`src/hdl/lrm_pkg.sv`:
```
package lrm_pkg;

  localparam int NUM_VARS   = 64;
  localparam int DATA_WIDTH = 32;
  localparam int VAR_AW     = $clog2(NUM_VARS);

  localparam int IDX_W   = 6;
  localparam int RADIX_W = 6;
  localparam int CHAR_W  = 8;
  localparam int VALUE_W = 32;

  localparam int MAX_DIGITS = DATA_WIDTH;
  localparam int DIG_AW     = $clog2(MAX_DIGITS);
  localparam int DIG_CNT_W  = DIG_AW + 1;

  // quotient bits resolved per cycle by the shared divider
  localparam int DIV_STEP   = 4;
  localparam int DIV_CYCLES = (DATA_WIDTH + DIV_STEP - 1) / DIV_STEP;
  localparam int DIV_W      = DIV_CYCLES * DIV_STEP;
  localparam int DIV_CNT_W  = (DIV_CYCLES > 1) ? $clog2(DIV_CYCLES) : 1;

  localparam logic [RADIX_W-1:0] RADIX_MIN = RADIX_W'(2);
  localparam logic [RADIX_W-1:0] RADIX_MAX = RADIX_W'(36);
  localparam logic [RADIX_W-1:0] DIGIT_TEN = RADIX_W'(10);

  localparam logic [CHAR_W-1:0] CHAR_0    = 8'h30;
  localparam logic [CHAR_W-1:0] CHAR_9    = 8'h39;
  localparam logic [CHAR_W-1:0] CHAR_UA   = 8'h41;
  localparam logic [CHAR_W-1:0] CHAR_UZ   = 8'h5A;
  localparam logic [CHAR_W-1:0] CHAR_LA   = 8'h61;
  localparam logic [CHAR_W-1:0] CHAR_LZ   = 8'h7A;
  localparam logic [CHAR_W-1:0] CASE_FOLD = 8'd32;

  typedef enum logic [3:0] {
    CMD_OR       = 4'd0,
    CMD_AND      = 4'd1,
    CMD_IMP      = 4'd2,
    CMD_REVIMP   = 4'd3,
    CMD_EQU      = 4'd4,
    CMD_XOR      = 4'd5,
    CMD_COIMP    = 4'd6,
    CMD_NAND     = 4'd7,
    CMD_NOR      = 4'd8,
    CMD_NOT      = 4'd9,
    CMD_READCHAR = 4'd10,
    CMD_WRITE    = 4'd11
  } cmd_t;

  typedef enum logic [2:0] {
    ST_IDLE,
    ST_RD_A,
    ST_RD_B,
    ST_LOGIC,
    ST_CHAR,
    ST_DIV,
    ST_EMIT
  } state_t;

  typedef struct packed {
    logic [3:0]         command;
    logic [IDX_W-1:0]   reg_dest;
    logic [IDX_W-1:0]   reg_a;
    logic [IDX_W-1:0]   reg_b;
    logic [RADIX_W-1:0] radix;
    logic [CHAR_W-1:0]  in_char;
    logic               char_last;
  } in_item_t;

  typedef struct packed {
    logic [VALUE_W-1:0] value;
    logic [CHAR_W-1:0]  digit_char;
    logic               last;
    logic               status;
  } out_item_t;

  function automatic logic [RADIX_W-1:0] clamp_radix(input logic [RADIX_W-1:0] r);
    logic [RADIX_W-1:0] res;
    res = r;
    if (r < RADIX_MIN) res = RADIX_MIN;
    if (r > RADIX_MAX) res = RADIX_MAX;
    return res;
  endfunction

  function automatic logic var_in_range(input logic [IDX_W-1:0] idx);
    return int'(idx) < NUM_VARS;
  endfunction

endpackage

```
`src/hdl/lrm_ram.sv`:
```
module lrm_ram #(
  parameter int WIDTH = 32,
  parameter int DEPTH = 64
) (
  input  logic                     clk,
  input  logic                     we,
  input  logic [$clog2(DEPTH)-1:0] waddr,
  input  logic [WIDTH-1:0]         wdata,
  input  logic [$clog2(DEPTH)-1:0] raddr,
  output logic [WIDTH-1:0]         rdata
);

  logic [WIDTH-1:0] mem [DEPTH];

  always_ff @(posedge clk) begin
    if (we) begin
      mem[waddr] <= wdata;
    end
    rdata <= mem[raddr];
  end

endmodule

```
`src/hdl/logic_register_machine_radix_io.sv`:
```
// a logic command reads A, then B, then registers its result;
// readchar registers a result on the last char; write reads A and B, then the
// shared 4-bit-per-cycle divider yields each digit, then one digit per cycle
// goes out; busy holds until the last result is registered, so one command at a time
// each result is strobed for one cycle; the receiver cannot stall results
// reset: synchronous, active low; clears state, valid bits and read accumulator
module logic_register_machine_radix_io import lrm_pkg::*; (
  input  logic      clk,
  input  logic      rst_n,
  input  logic      start,
  output logic      busy,
  input  in_item_t  in_item,
  output logic      out_strobe,
  output out_item_t out_item
);

  state_t state_r, state_nxt;
  in_item_t item_r, item_nxt;

  logic [NUM_VARS-1:0]   valid_r, valid_nxt;
  logic [DATA_WIDTH-1:0] a_r, a_nxt;
  logic                  rd_ok_r, rd_ok_nxt;
  logic [DATA_WIDTH-1:0] acc_r, acc_nxt;
  logic                  err_r, err_nxt;

  logic [DIV_W-1:0]     work_r, work_nxt;
  logic [RADIX_W-1:0]   rem_r, rem_nxt;
  logic [DIV_CNT_W-1:0] divcnt_r, divcnt_nxt;
  logic [DIG_CNT_W-1:0] ndig_r, ndig_nxt;
  logic [RADIX_W-1:0]   digbuf_r [MAX_DIGITS];
  logic                 digbuf_we;

  logic      out_strobe_r, out_strobe_nxt;
  out_item_t out_item_r, out_item_nxt;

  logic                  ram_we;
  logic [VAR_AW-1:0]     ram_waddr, ram_raddr;
  logic [DATA_WIDTH-1:0] ram_wdata, ram_rdata, ram_val;

  logic [DIV_W-1:0]   div_work;
  logic [RADIX_W-1:0] div_rem;
  logic               div_last, div_done;

  lrm_ram #(
    .WIDTH(DATA_WIDTH),
    .DEPTH(NUM_VARS)
  ) u_var_ram (
    .clk  (clk),
    .we   (ram_we),
    .waddr(ram_waddr),
    .wdata(ram_wdata),
    .raddr(ram_raddr),
    .rdata(ram_rdata)
  );

  assign busy       = (state_r != ST_IDLE);
  assign out_strobe = out_strobe_r;
  assign out_item   = out_item_r;

  // entries never written or out of range read as zero
  assign ram_val = rd_ok_r ? ram_rdata : '0;

  // shared divider: DIV_STEP restoring steps on the remainder per cycle
  always_comb begin
    logic [RADIX_W:0]   trial;
    logic [RADIX_W-1:0] rem_v;
    logic [DIV_W-1:0]   work_v;
    rem_v  = rem_r;
    work_v = work_r;
    trial  = '0;
    for (int i = 0; i < DIV_STEP; i++) begin
      trial  = {rem_v, work_v[DIV_W-1]};
      work_v = {work_v[DIV_W-2:0], 1'b0};
      if (trial >= {1'b0, item_r.radix}) begin
        trial     = trial - {1'b0, item_r.radix};
        work_v[0] = 1'b1;
      end
      rem_v = trial[RADIX_W-1:0];
    end
    div_work = work_v;
    div_rem  = rem_v;
  end

  assign div_last = (divcnt_r == DIV_CNT_W'(DIV_CYCLES - 1));
  assign div_done = (div_work == '0) || (ndig_r == DIG_CNT_W'(MAX_DIGITS - 1));

  always_comb begin
    state_nxt = state_r;
    case (state_r)
      ST_IDLE: begin
        if (start) begin
          if (in_item.command inside {[CMD_OR:CMD_NOT], CMD_WRITE}) begin
            state_nxt = ST_RD_A;
          end else if (in_item.command == CMD_READCHAR) begin
            state_nxt = ST_CHAR;
          end
        end
      end
      ST_RD_A:  state_nxt = ST_RD_B;
      ST_RD_B:  state_nxt = (item_r.command == CMD_WRITE) ? ST_DIV : ST_LOGIC;
      ST_LOGIC: state_nxt = ST_IDLE;
      ST_CHAR:  state_nxt = ST_IDLE;
      ST_DIV: begin
        if (div_last && div_done) state_nxt = ST_EMIT;
      end
      ST_EMIT: begin
        if (ndig_r == DIG_CNT_W'(1)) state_nxt = ST_IDLE;
      end
      default: state_nxt = ST_IDLE;
    endcase
  end

  always_comb begin
    logic [DATA_WIDTH-1:0] res;
    logic [CHAR_W-1:0]     ch;
    logic [RADIX_W-1:0]    dig;
    logic                  ok;
    logic [DATA_WIDTH-1:0] acc_v;
    logic                  err_v;
    logic [DIG_CNT_W-1:0]  emit_cnt;
    logic [RADIX_W-1:0]    emit_dig;

    item_nxt       = item_r;
    valid_nxt      = valid_r;
    a_nxt          = a_r;
    rd_ok_nxt      = rd_ok_r;
    acc_nxt        = acc_r;
    err_nxt        = err_r;
    work_nxt       = work_r;
    rem_nxt        = rem_r;
    divcnt_nxt     = divcnt_r;
    ndig_nxt       = ndig_r;
    digbuf_we      = 1'b0;
    out_strobe_nxt = 1'b0;
    out_item_nxt   = out_item_r;
    ram_we         = 1'b0;
    ram_waddr      = VAR_AW'(item_r.reg_dest);
    ram_wdata      = '0;
    ram_raddr      = VAR_AW'(item_r.reg_a);
    res            = '0;
    dig            = '0;
    ok             = 1'b1;
    acc_v          = acc_r;
    err_v          = err_r;
    emit_cnt       = ndig_r - DIG_CNT_W'(1);
    emit_dig       = digbuf_r[emit_cnt[DIG_AW-1:0]];

    // fold lowercase and decode the digit of a read character
    ch = item_r.in_char;
    if (ch inside {[CHAR_LA:CHAR_LZ]}) ch = ch - CASE_FOLD;
    if (ch inside {[CHAR_0:CHAR_9]}) begin
      dig = RADIX_W'(ch - CHAR_0);
    end else if (ch inside {[CHAR_UA:CHAR_UZ]}) begin
      dig = RADIX_W'(ch - CHAR_UA) + DIGIT_TEN;
    end else begin
      ok = 1'b0;
    end
    if (dig >= item_r.radix) ok = 1'b0;

    case (state_r)
      ST_IDLE: begin
        if (start) begin
          item_nxt       = in_item;
          item_nxt.radix = clamp_radix(in_item.radix);
        end
      end
      ST_RD_A: begin
        ram_raddr = VAR_AW'(item_r.reg_a);
        rd_ok_nxt = var_in_range(item_r.reg_a) && valid_r[VAR_AW'(item_r.reg_a)];
      end
      ST_RD_B: begin
        a_nxt      = ram_val;
        ram_raddr  = VAR_AW'(item_r.reg_b);
        rd_ok_nxt  = var_in_range(item_r.reg_b) && valid_r[VAR_AW'(item_r.reg_b)];
        work_nxt   = DIV_W'(ram_val);
        rem_nxt    = '0;
        divcnt_nxt = '0;
        ndig_nxt   = '0;
      end
      ST_LOGIC: begin
        case (item_r.command)
          CMD_OR:     res = a_r | ram_val;
          CMD_AND:    res = a_r & ram_val;
          CMD_IMP:    res = ~a_r | ram_val;
          CMD_REVIMP: res = a_r | ~ram_val;
          CMD_EQU:    res = ~(a_r ^ ram_val);
          CMD_XOR:    res = a_r ^ ram_val;
          CMD_COIMP:  res = a_r & ~ram_val;
          CMD_NAND:   res = ~(a_r & ram_val);
          CMD_NOR:    res = ~(a_r | ram_val);
          default:    res = ~a_r;
        endcase
        ram_waddr = VAR_AW'(item_r.reg_dest);
        ram_wdata = res;
        if (var_in_range(item_r.reg_dest)) begin
          ram_we                                = 1'b1;
          valid_nxt[VAR_AW'(item_r.reg_dest)] = 1'b1;
        end
        out_strobe_nxt          = 1'b1;
        out_item_nxt.value      = VALUE_W'(res);
        out_item_nxt.digit_char = '0;
        out_item_nxt.last       = 1'b1;
        out_item_nxt.status     = 1'b0;
      end
      ST_CHAR: begin
        if (ok) begin
          acc_v = DATA_WIDTH'(acc_r * DATA_WIDTH'(item_r.radix)) + DATA_WIDTH'(dig);
        end else begin
          err_v = 1'b1;
        end
        acc_nxt = acc_v;
        err_nxt = err_v;
        if (item_r.char_last) begin
          ram_waddr = VAR_AW'(item_r.reg_a);
          ram_wdata = acc_v;
          if (!err_v && var_in_range(item_r.reg_a)) begin
            ram_we                             = 1'b1;
            valid_nxt[VAR_AW'(item_r.reg_a)] = 1'b1;
          end
          out_strobe_nxt          = 1'b1;
          out_item_nxt.value      = err_v ? '0 : VALUE_W'(acc_v);
          out_item_nxt.digit_char = '0;
          out_item_nxt.last       = 1'b1;
          out_item_nxt.status     = err_v;
          acc_nxt                 = '0;
          err_nxt                 = 1'b0;
        end
      end
      ST_DIV: begin
        work_nxt   = div_work;
        rem_nxt    = div_rem;
        divcnt_nxt = divcnt_r + DIV_CNT_W'(1);
        if (div_last) begin
          // remainder is the next digit, quotient feeds the next pass
          digbuf_we  = 1'b1;
          ndig_nxt   = ndig_r + DIG_CNT_W'(1);
          rem_nxt    = '0;
          divcnt_nxt = '0;
        end
      end
      ST_EMIT: begin
        ndig_nxt                = emit_cnt;
        out_strobe_nxt          = 1'b1;
        out_item_nxt.value      = VALUE_W'(a_r);
        out_item_nxt.digit_char = (emit_dig > RADIX_W'(9))
                                  ? CHAR_W'(emit_dig - DIGIT_TEN) + CHAR_UA
                                  : CHAR_W'(emit_dig) + CHAR_0;
        out_item_nxt.last       = (ndig_r == DIG_CNT_W'(1));
        out_item_nxt.status     = 1'b0;
      end
      default: ;
    endcase
  end

  always_ff @(posedge clk) begin
    if (!rst_n) begin
      state_r      <= ST_IDLE;
      valid_r      <= '0;
      acc_r        <= '0;
      err_r        <= 1'b0;
      out_strobe_r <= 1'b0;
    end else begin
      state_r      <= state_nxt;
      valid_r      <= valid_nxt;
      acc_r        <= acc_nxt;
      err_r        <= err_nxt;
      out_strobe_r <= out_strobe_nxt;
    end
  end

  always_ff @(posedge clk) begin
    item_r     <= item_nxt;
    a_r        <= a_nxt;
    rd_ok_r    <= rd_ok_nxt;
    work_r     <= work_nxt;
    rem_r      <= rem_nxt;
    divcnt_r   <= divcnt_nxt;
    ndig_r     <= ndig_nxt;
    out_item_r <= out_item_nxt;
    if (digbuf_we) begin
      digbuf_r[ndig_r[DIG_AW-1:0]] <= div_rem;
    end
  end

endmodule

```
`config.mk`:
```
export PLATFORM = sky130hd
export DESIGN_NAME = logic_register_machine_radix_io
export DESIGN_NICKNAME = d
export VERILOG_FILES = /design/src/hdl/lrm_pkg.sv /design/src/hdl/lrm_ram.sv /design/src/hdl/logic_register_machine_radix_io.sv
export SDC_FILE = /design/constraint.sdc
export NUM_CORES = 2
export LEC_CHECK = 0
export ABC_CLOCK_PERIOD_IN_PS = 8800
export BUFFER_PORTS_ARGS = -buffer_cell sky130_fd_sc_hd__buf_2
export CORE_ASPECT_RATIO = 0.5
export CORE_MARGIN = 4
export CORE_UTILIZATION = 53
export DETAILED_ROUTE_END_ITERATION = 10
export PLACE_DENSITY_LB_ADDON = 0.15
export SLEW_MARGIN = 20
export SYNTH_ARGS = -nofsm -noshare
export SYNTH_HDL_FRONTEND = slang
export SYNTH_SLANG_ARGS = --single-unit
```
`constraint.sdc`:
```
create_clock -name clk -period 8.8 [get_ports clk]
set_input_delay 0.44 -clock clk [delete_from_list [all_inputs] [get_ports clk]]
set_output_delay 0.44 -clock clk [all_outputs]
set_load 0.02 [all_outputs]
```
==> impl_metrics.ini <==
[route]
routedWlPerCell_um = 31.3
wirelength_met1_mm = 125
route.met3.wl_mm = 33.4
ant_nets = 0
drc_errors = 0
met2WireLength_mm = 142
highest_layer = met5
num_vias = 64691
drtIter0Drc = 8793
viasPerCell = 6.55
first_pass_iters = 6
routed_wl_mm = 309

[finish]
multi_input_area_sq_um = 35000
drive_gt1_frac = 0.200
seq_area_sq_um = 74700
fillers = 15296
syn_to_final_growth_pct = 11.3
final_nets = 7333

[setup_path]
cp_slowest_cell = edfxtp_1
ff2ff_path_depth = 33
cp_common_cell = buf_4
rr_startpoint = rem_r[2]$_SDFFCE_PP0P_
path_class = reg -> reg
worst_ep_arrival_time_ns = 8.75
critPathMaxFanout = 32
reg2reg_to = digbuf_r[18][1]$_DFFE_PP_
end_kind = flip-flop
endpoint = digbuf_r[18][1]$_DFFE_PP_
r2r_slack_ns = 0.62
start_kind = flip-flop
cp_data_required_time_ns = 9.36
slowest_delay_ns = 0.46
critPathLaunch = rem_r[2]$_SDFFCE_PP0P_

[global_routing]
antenna_found_initial = 19
grt_max_degree = 98
grt_pass1_vias = 64117
grt_pass1_wl_mm = 446
track_usage = 0.280
grt_overflow = 0

[timing]
tns_ns = 0
min_period_ns = 8.18
fin_crit_sh = 0.930
timing.fmax_mhz = 122
skew_ns = 0.120
finalHoldViolCount = 0
hold_slack_ns = 0.0392
setup_viol = 0
maxSlewHeadroom = 0.170
timing_worst_slew_pin_value_ns = 1.24
slew_viol_final = 0
rsz0062_at_grt = false

[placement]
place_congestion = 0.916
io_buffers = 83
dp_hpwl_mm = 187

[min_path]
hold_class = in -> reg
whs_path_depth = 2

[synthesis]
synth_edf_count = 2399
yosysSeqAreaShare = 0.671
ys_ff_latch = 2532
synthFlopType = edfxtp_1
netlist_instances = 6773
synth.cell_area_sq_um = 111000
async_flop_share = 0
synth.distinct_cells = 83
synth_nets = 7171
avgSynthCellArea_sq_um = 16.4
yosys_warnings = 0

[clock_tree]
cts-root-buf = clkbuf_16
path_clk_slew_ns = 0.08
htree_levels = 4
clockBufferDepth = 4
clk_latency_ns = 0.91
cts_buffers = 219
cts_num_sinks = 2532
cts_tree = yes

[run_status]
status = finished clean

[floorplanning]
die_x_um = 656
core-area_sq_um = 208000
die_h_um = 332
design.die.area_sq_um = 218000
num_rows = 118
pin_count = 84
start_util = 0.535

[pwr]
power_density_nw_per_um2 = 334
finalPower_uw = 41400
ir_drop_uv = 932
p_leak_uw = 0.0391

[flow_run]
maxCapViolCount = 0
==> worst min-delay path by stage <==
| stage | startpoint | to | slack [ns] |
|---|---|---|---|
| after detailed placement | valid_r[61]$_SDFFE_PN0P_ | valid_r[61]$_SDFFE_PN0P_ | 0.48 |
| after global routing | in_item[12] | item_r[12]$_SDFFCE_PP0P_ | 0.03 |
| after CTS | in_item[13] | item_r[13]$_SDFFCE_PP0P_ | 0.006 |
| after global placement | valid_r[3]$_SDFFE_PN0P_ | valid_r[3]$_SDFFE_PN0P_ | 0.46 |
| after floorplan | acc_r[31]$_SDFFE_PN0P_ | acc_r[31]$_SDFFE_PN0P_ | 0.45 |
| final | in_item[12] | item_r[12]$_SDFFCE_PP0P_ | 0.04 |
==> critical path: cells and delay by family, from the launching register on <==
family                     cells  cell delay [ns]
AOI/OAI and AO/OA             14             2.85
adders and majority gates      4             1.32
buffers and inverters          5             1.05
DFF                            1             0.46
muxes                          5             1.51
and+or+nand+nor                5             0.67
==> cell usage after synthesis, types with 24 or more instances <==
| cell type | n | area share |
|---|---|---|
| edfxtp_1 | 2399 | 0.65 |
| nand2_1 | 665 | 0.022 |
| mux4_2 | 597 | 0.12 |
| clkbuf_1 | 291 | 0.0098 |
| nor2_1 | 270 | 0.0091 |
| ha_1 | 242 | 0.027 |
| o21ai_0 | 222 | 0.010 |
| a21oi_1 | 221 | 0.0099 |
| inv_1 | 215 | 0.0073 |
| a211oi_1 | 174 | 0.012 |
| and2_1 | 167 | 0.0094 |
| dfxtp_1 | 133 | 0.024 |
| fa_1 | 116 | 0.021 |
| buf_2 | 112 | 0.0050 |
| a31oi_1 | 87 | 0.0049 |
| o21a_1 | 77 | 0.0052 |
| a22oi_1 | 69 | 0.0047 |
| a311oi_1 | 68 | 0.0054 |
| mux2i_1 | 68 | 0.0061 |
| nor3_1 | 56 | 0.0025 |
| xnor2_1 | 44 | 0.0035 |
| o22ai_1 | 43 | 0.0024 |
| nand3_1 | 42 | 0.0019 |
| xor2_1 | 30 | 0.0024 |
| nor2b_1 | 28 | 0.0016 |
| nand2b_1 | 26 | 0.0015 |
| a21o_1 | 24 | 0.0016 |
==> layout make-up <==
| class | instances | share of cell area |
|---|---|---|
| inverter | 216 | 0.00655 |
| tap | 2760 | 0.0279 |
| multi-input combinational | 3596 | 0.283 |
| clock buffer | 269 | 0.0465 |
| timing repair buffer | 370 | 0.0239 |
| clock inverter | 126 | 0.00877 |
| antenna | 9 | 0.000182 |
| sequential | 2532 | 0.603 |
==> metal layers <==
metal  GRT usage  vias to the layer above
li1            -                    26891
met4      0.0742                        2
met5           0                        -
met1       0.401                    33943
met3      0.0720                      497
met2       0.431                     3358
==> per-stage QoR <==
| step | cell area, sq um | util | setup WS, ns | std cells |
|---|---|---|---|---|
| 3_5_place_dp | 116000 | 0.560 | 0.380 | 9436 |
| 5_1_grt | 124000 | 0.595 | 0.0334 | 9869 |
| 4_1_cts | 124000 | 0.595 | 0.289 | 9867 |
| 2_1_floorplan | 111000 | - | 0.167 | 6773 |
| 3_3_place_gp | 116000 | 0.560 | 0.499 | 9432 |
| 6_report | 124000 | 0.595 | 0.619 | 9878 |
==> cells by family after synthesis <==
| group | share of synthesized area |
|---|---|
| DFF | 0.671 |
| and+or+nand+nor | 0.0529 |
| AOI/OAI and AO/OA | 0.0682 |
| muxes | 0.130 |
| buffers and inverters | 0.0233 |
| adders and majority gates | 0.0481 |
| xor gates and xnor gates | 0.00622 |
==> flip-flops by register name (all words and copies together), names as in the netlist, 6 cells and up <==
signal / count
acc_r: 32
rem_r: 6
work_r: 32
a_r: 32
valid_r: 64
u_var_ram.rdata: 32
item_r: 37
digbuf_r: 192
ndig_r: 6
u_var_ram.mem: 2048
out_item: 42
==> repair_timing <==
item	in CTS	in global routing
hold buffers	36	0
resized for setup	0	3
buffers inserted	0	1
setup endpoints to repair	0	103
endpoints found under the hold margin	38	0
==> where the power goes <==
| part | switching [uW] | leakage (uW) | total (uW) | internal, uW |
|---|---|---|---|---|
| clock | 4370 | 0.00333 | 9520 | 5140 |
| sequential | 278 | 0.0213 | 16600 | 16300 |
| combinational | 10100 | 0.0145 | 15200 | 5190 |
| total | 14700 | 0.0391 | 41400 | 26700 |
==> cell usage in the layout (no fill, tap or decap), types with 46 or more instances in the layout <==
cell type	count
clkbuf_16	223
inv_1	215
o21a_1	77
ha_1	241
fa_1	116
o21ai_0	200
buf_2	84
buf_4	225
dfxtp_1	133
a22oi_1	69
a311oi_1	68
edfxtp_1	2399
mux4_2	597
a31oi_1	87
nor2_1	225
nand2_1	662
and2_1	166
clkbuf_1	46
mux2i_1	60
a21oi_1	220
a211oi_1	164
Power figures use the tool's default switching activity.
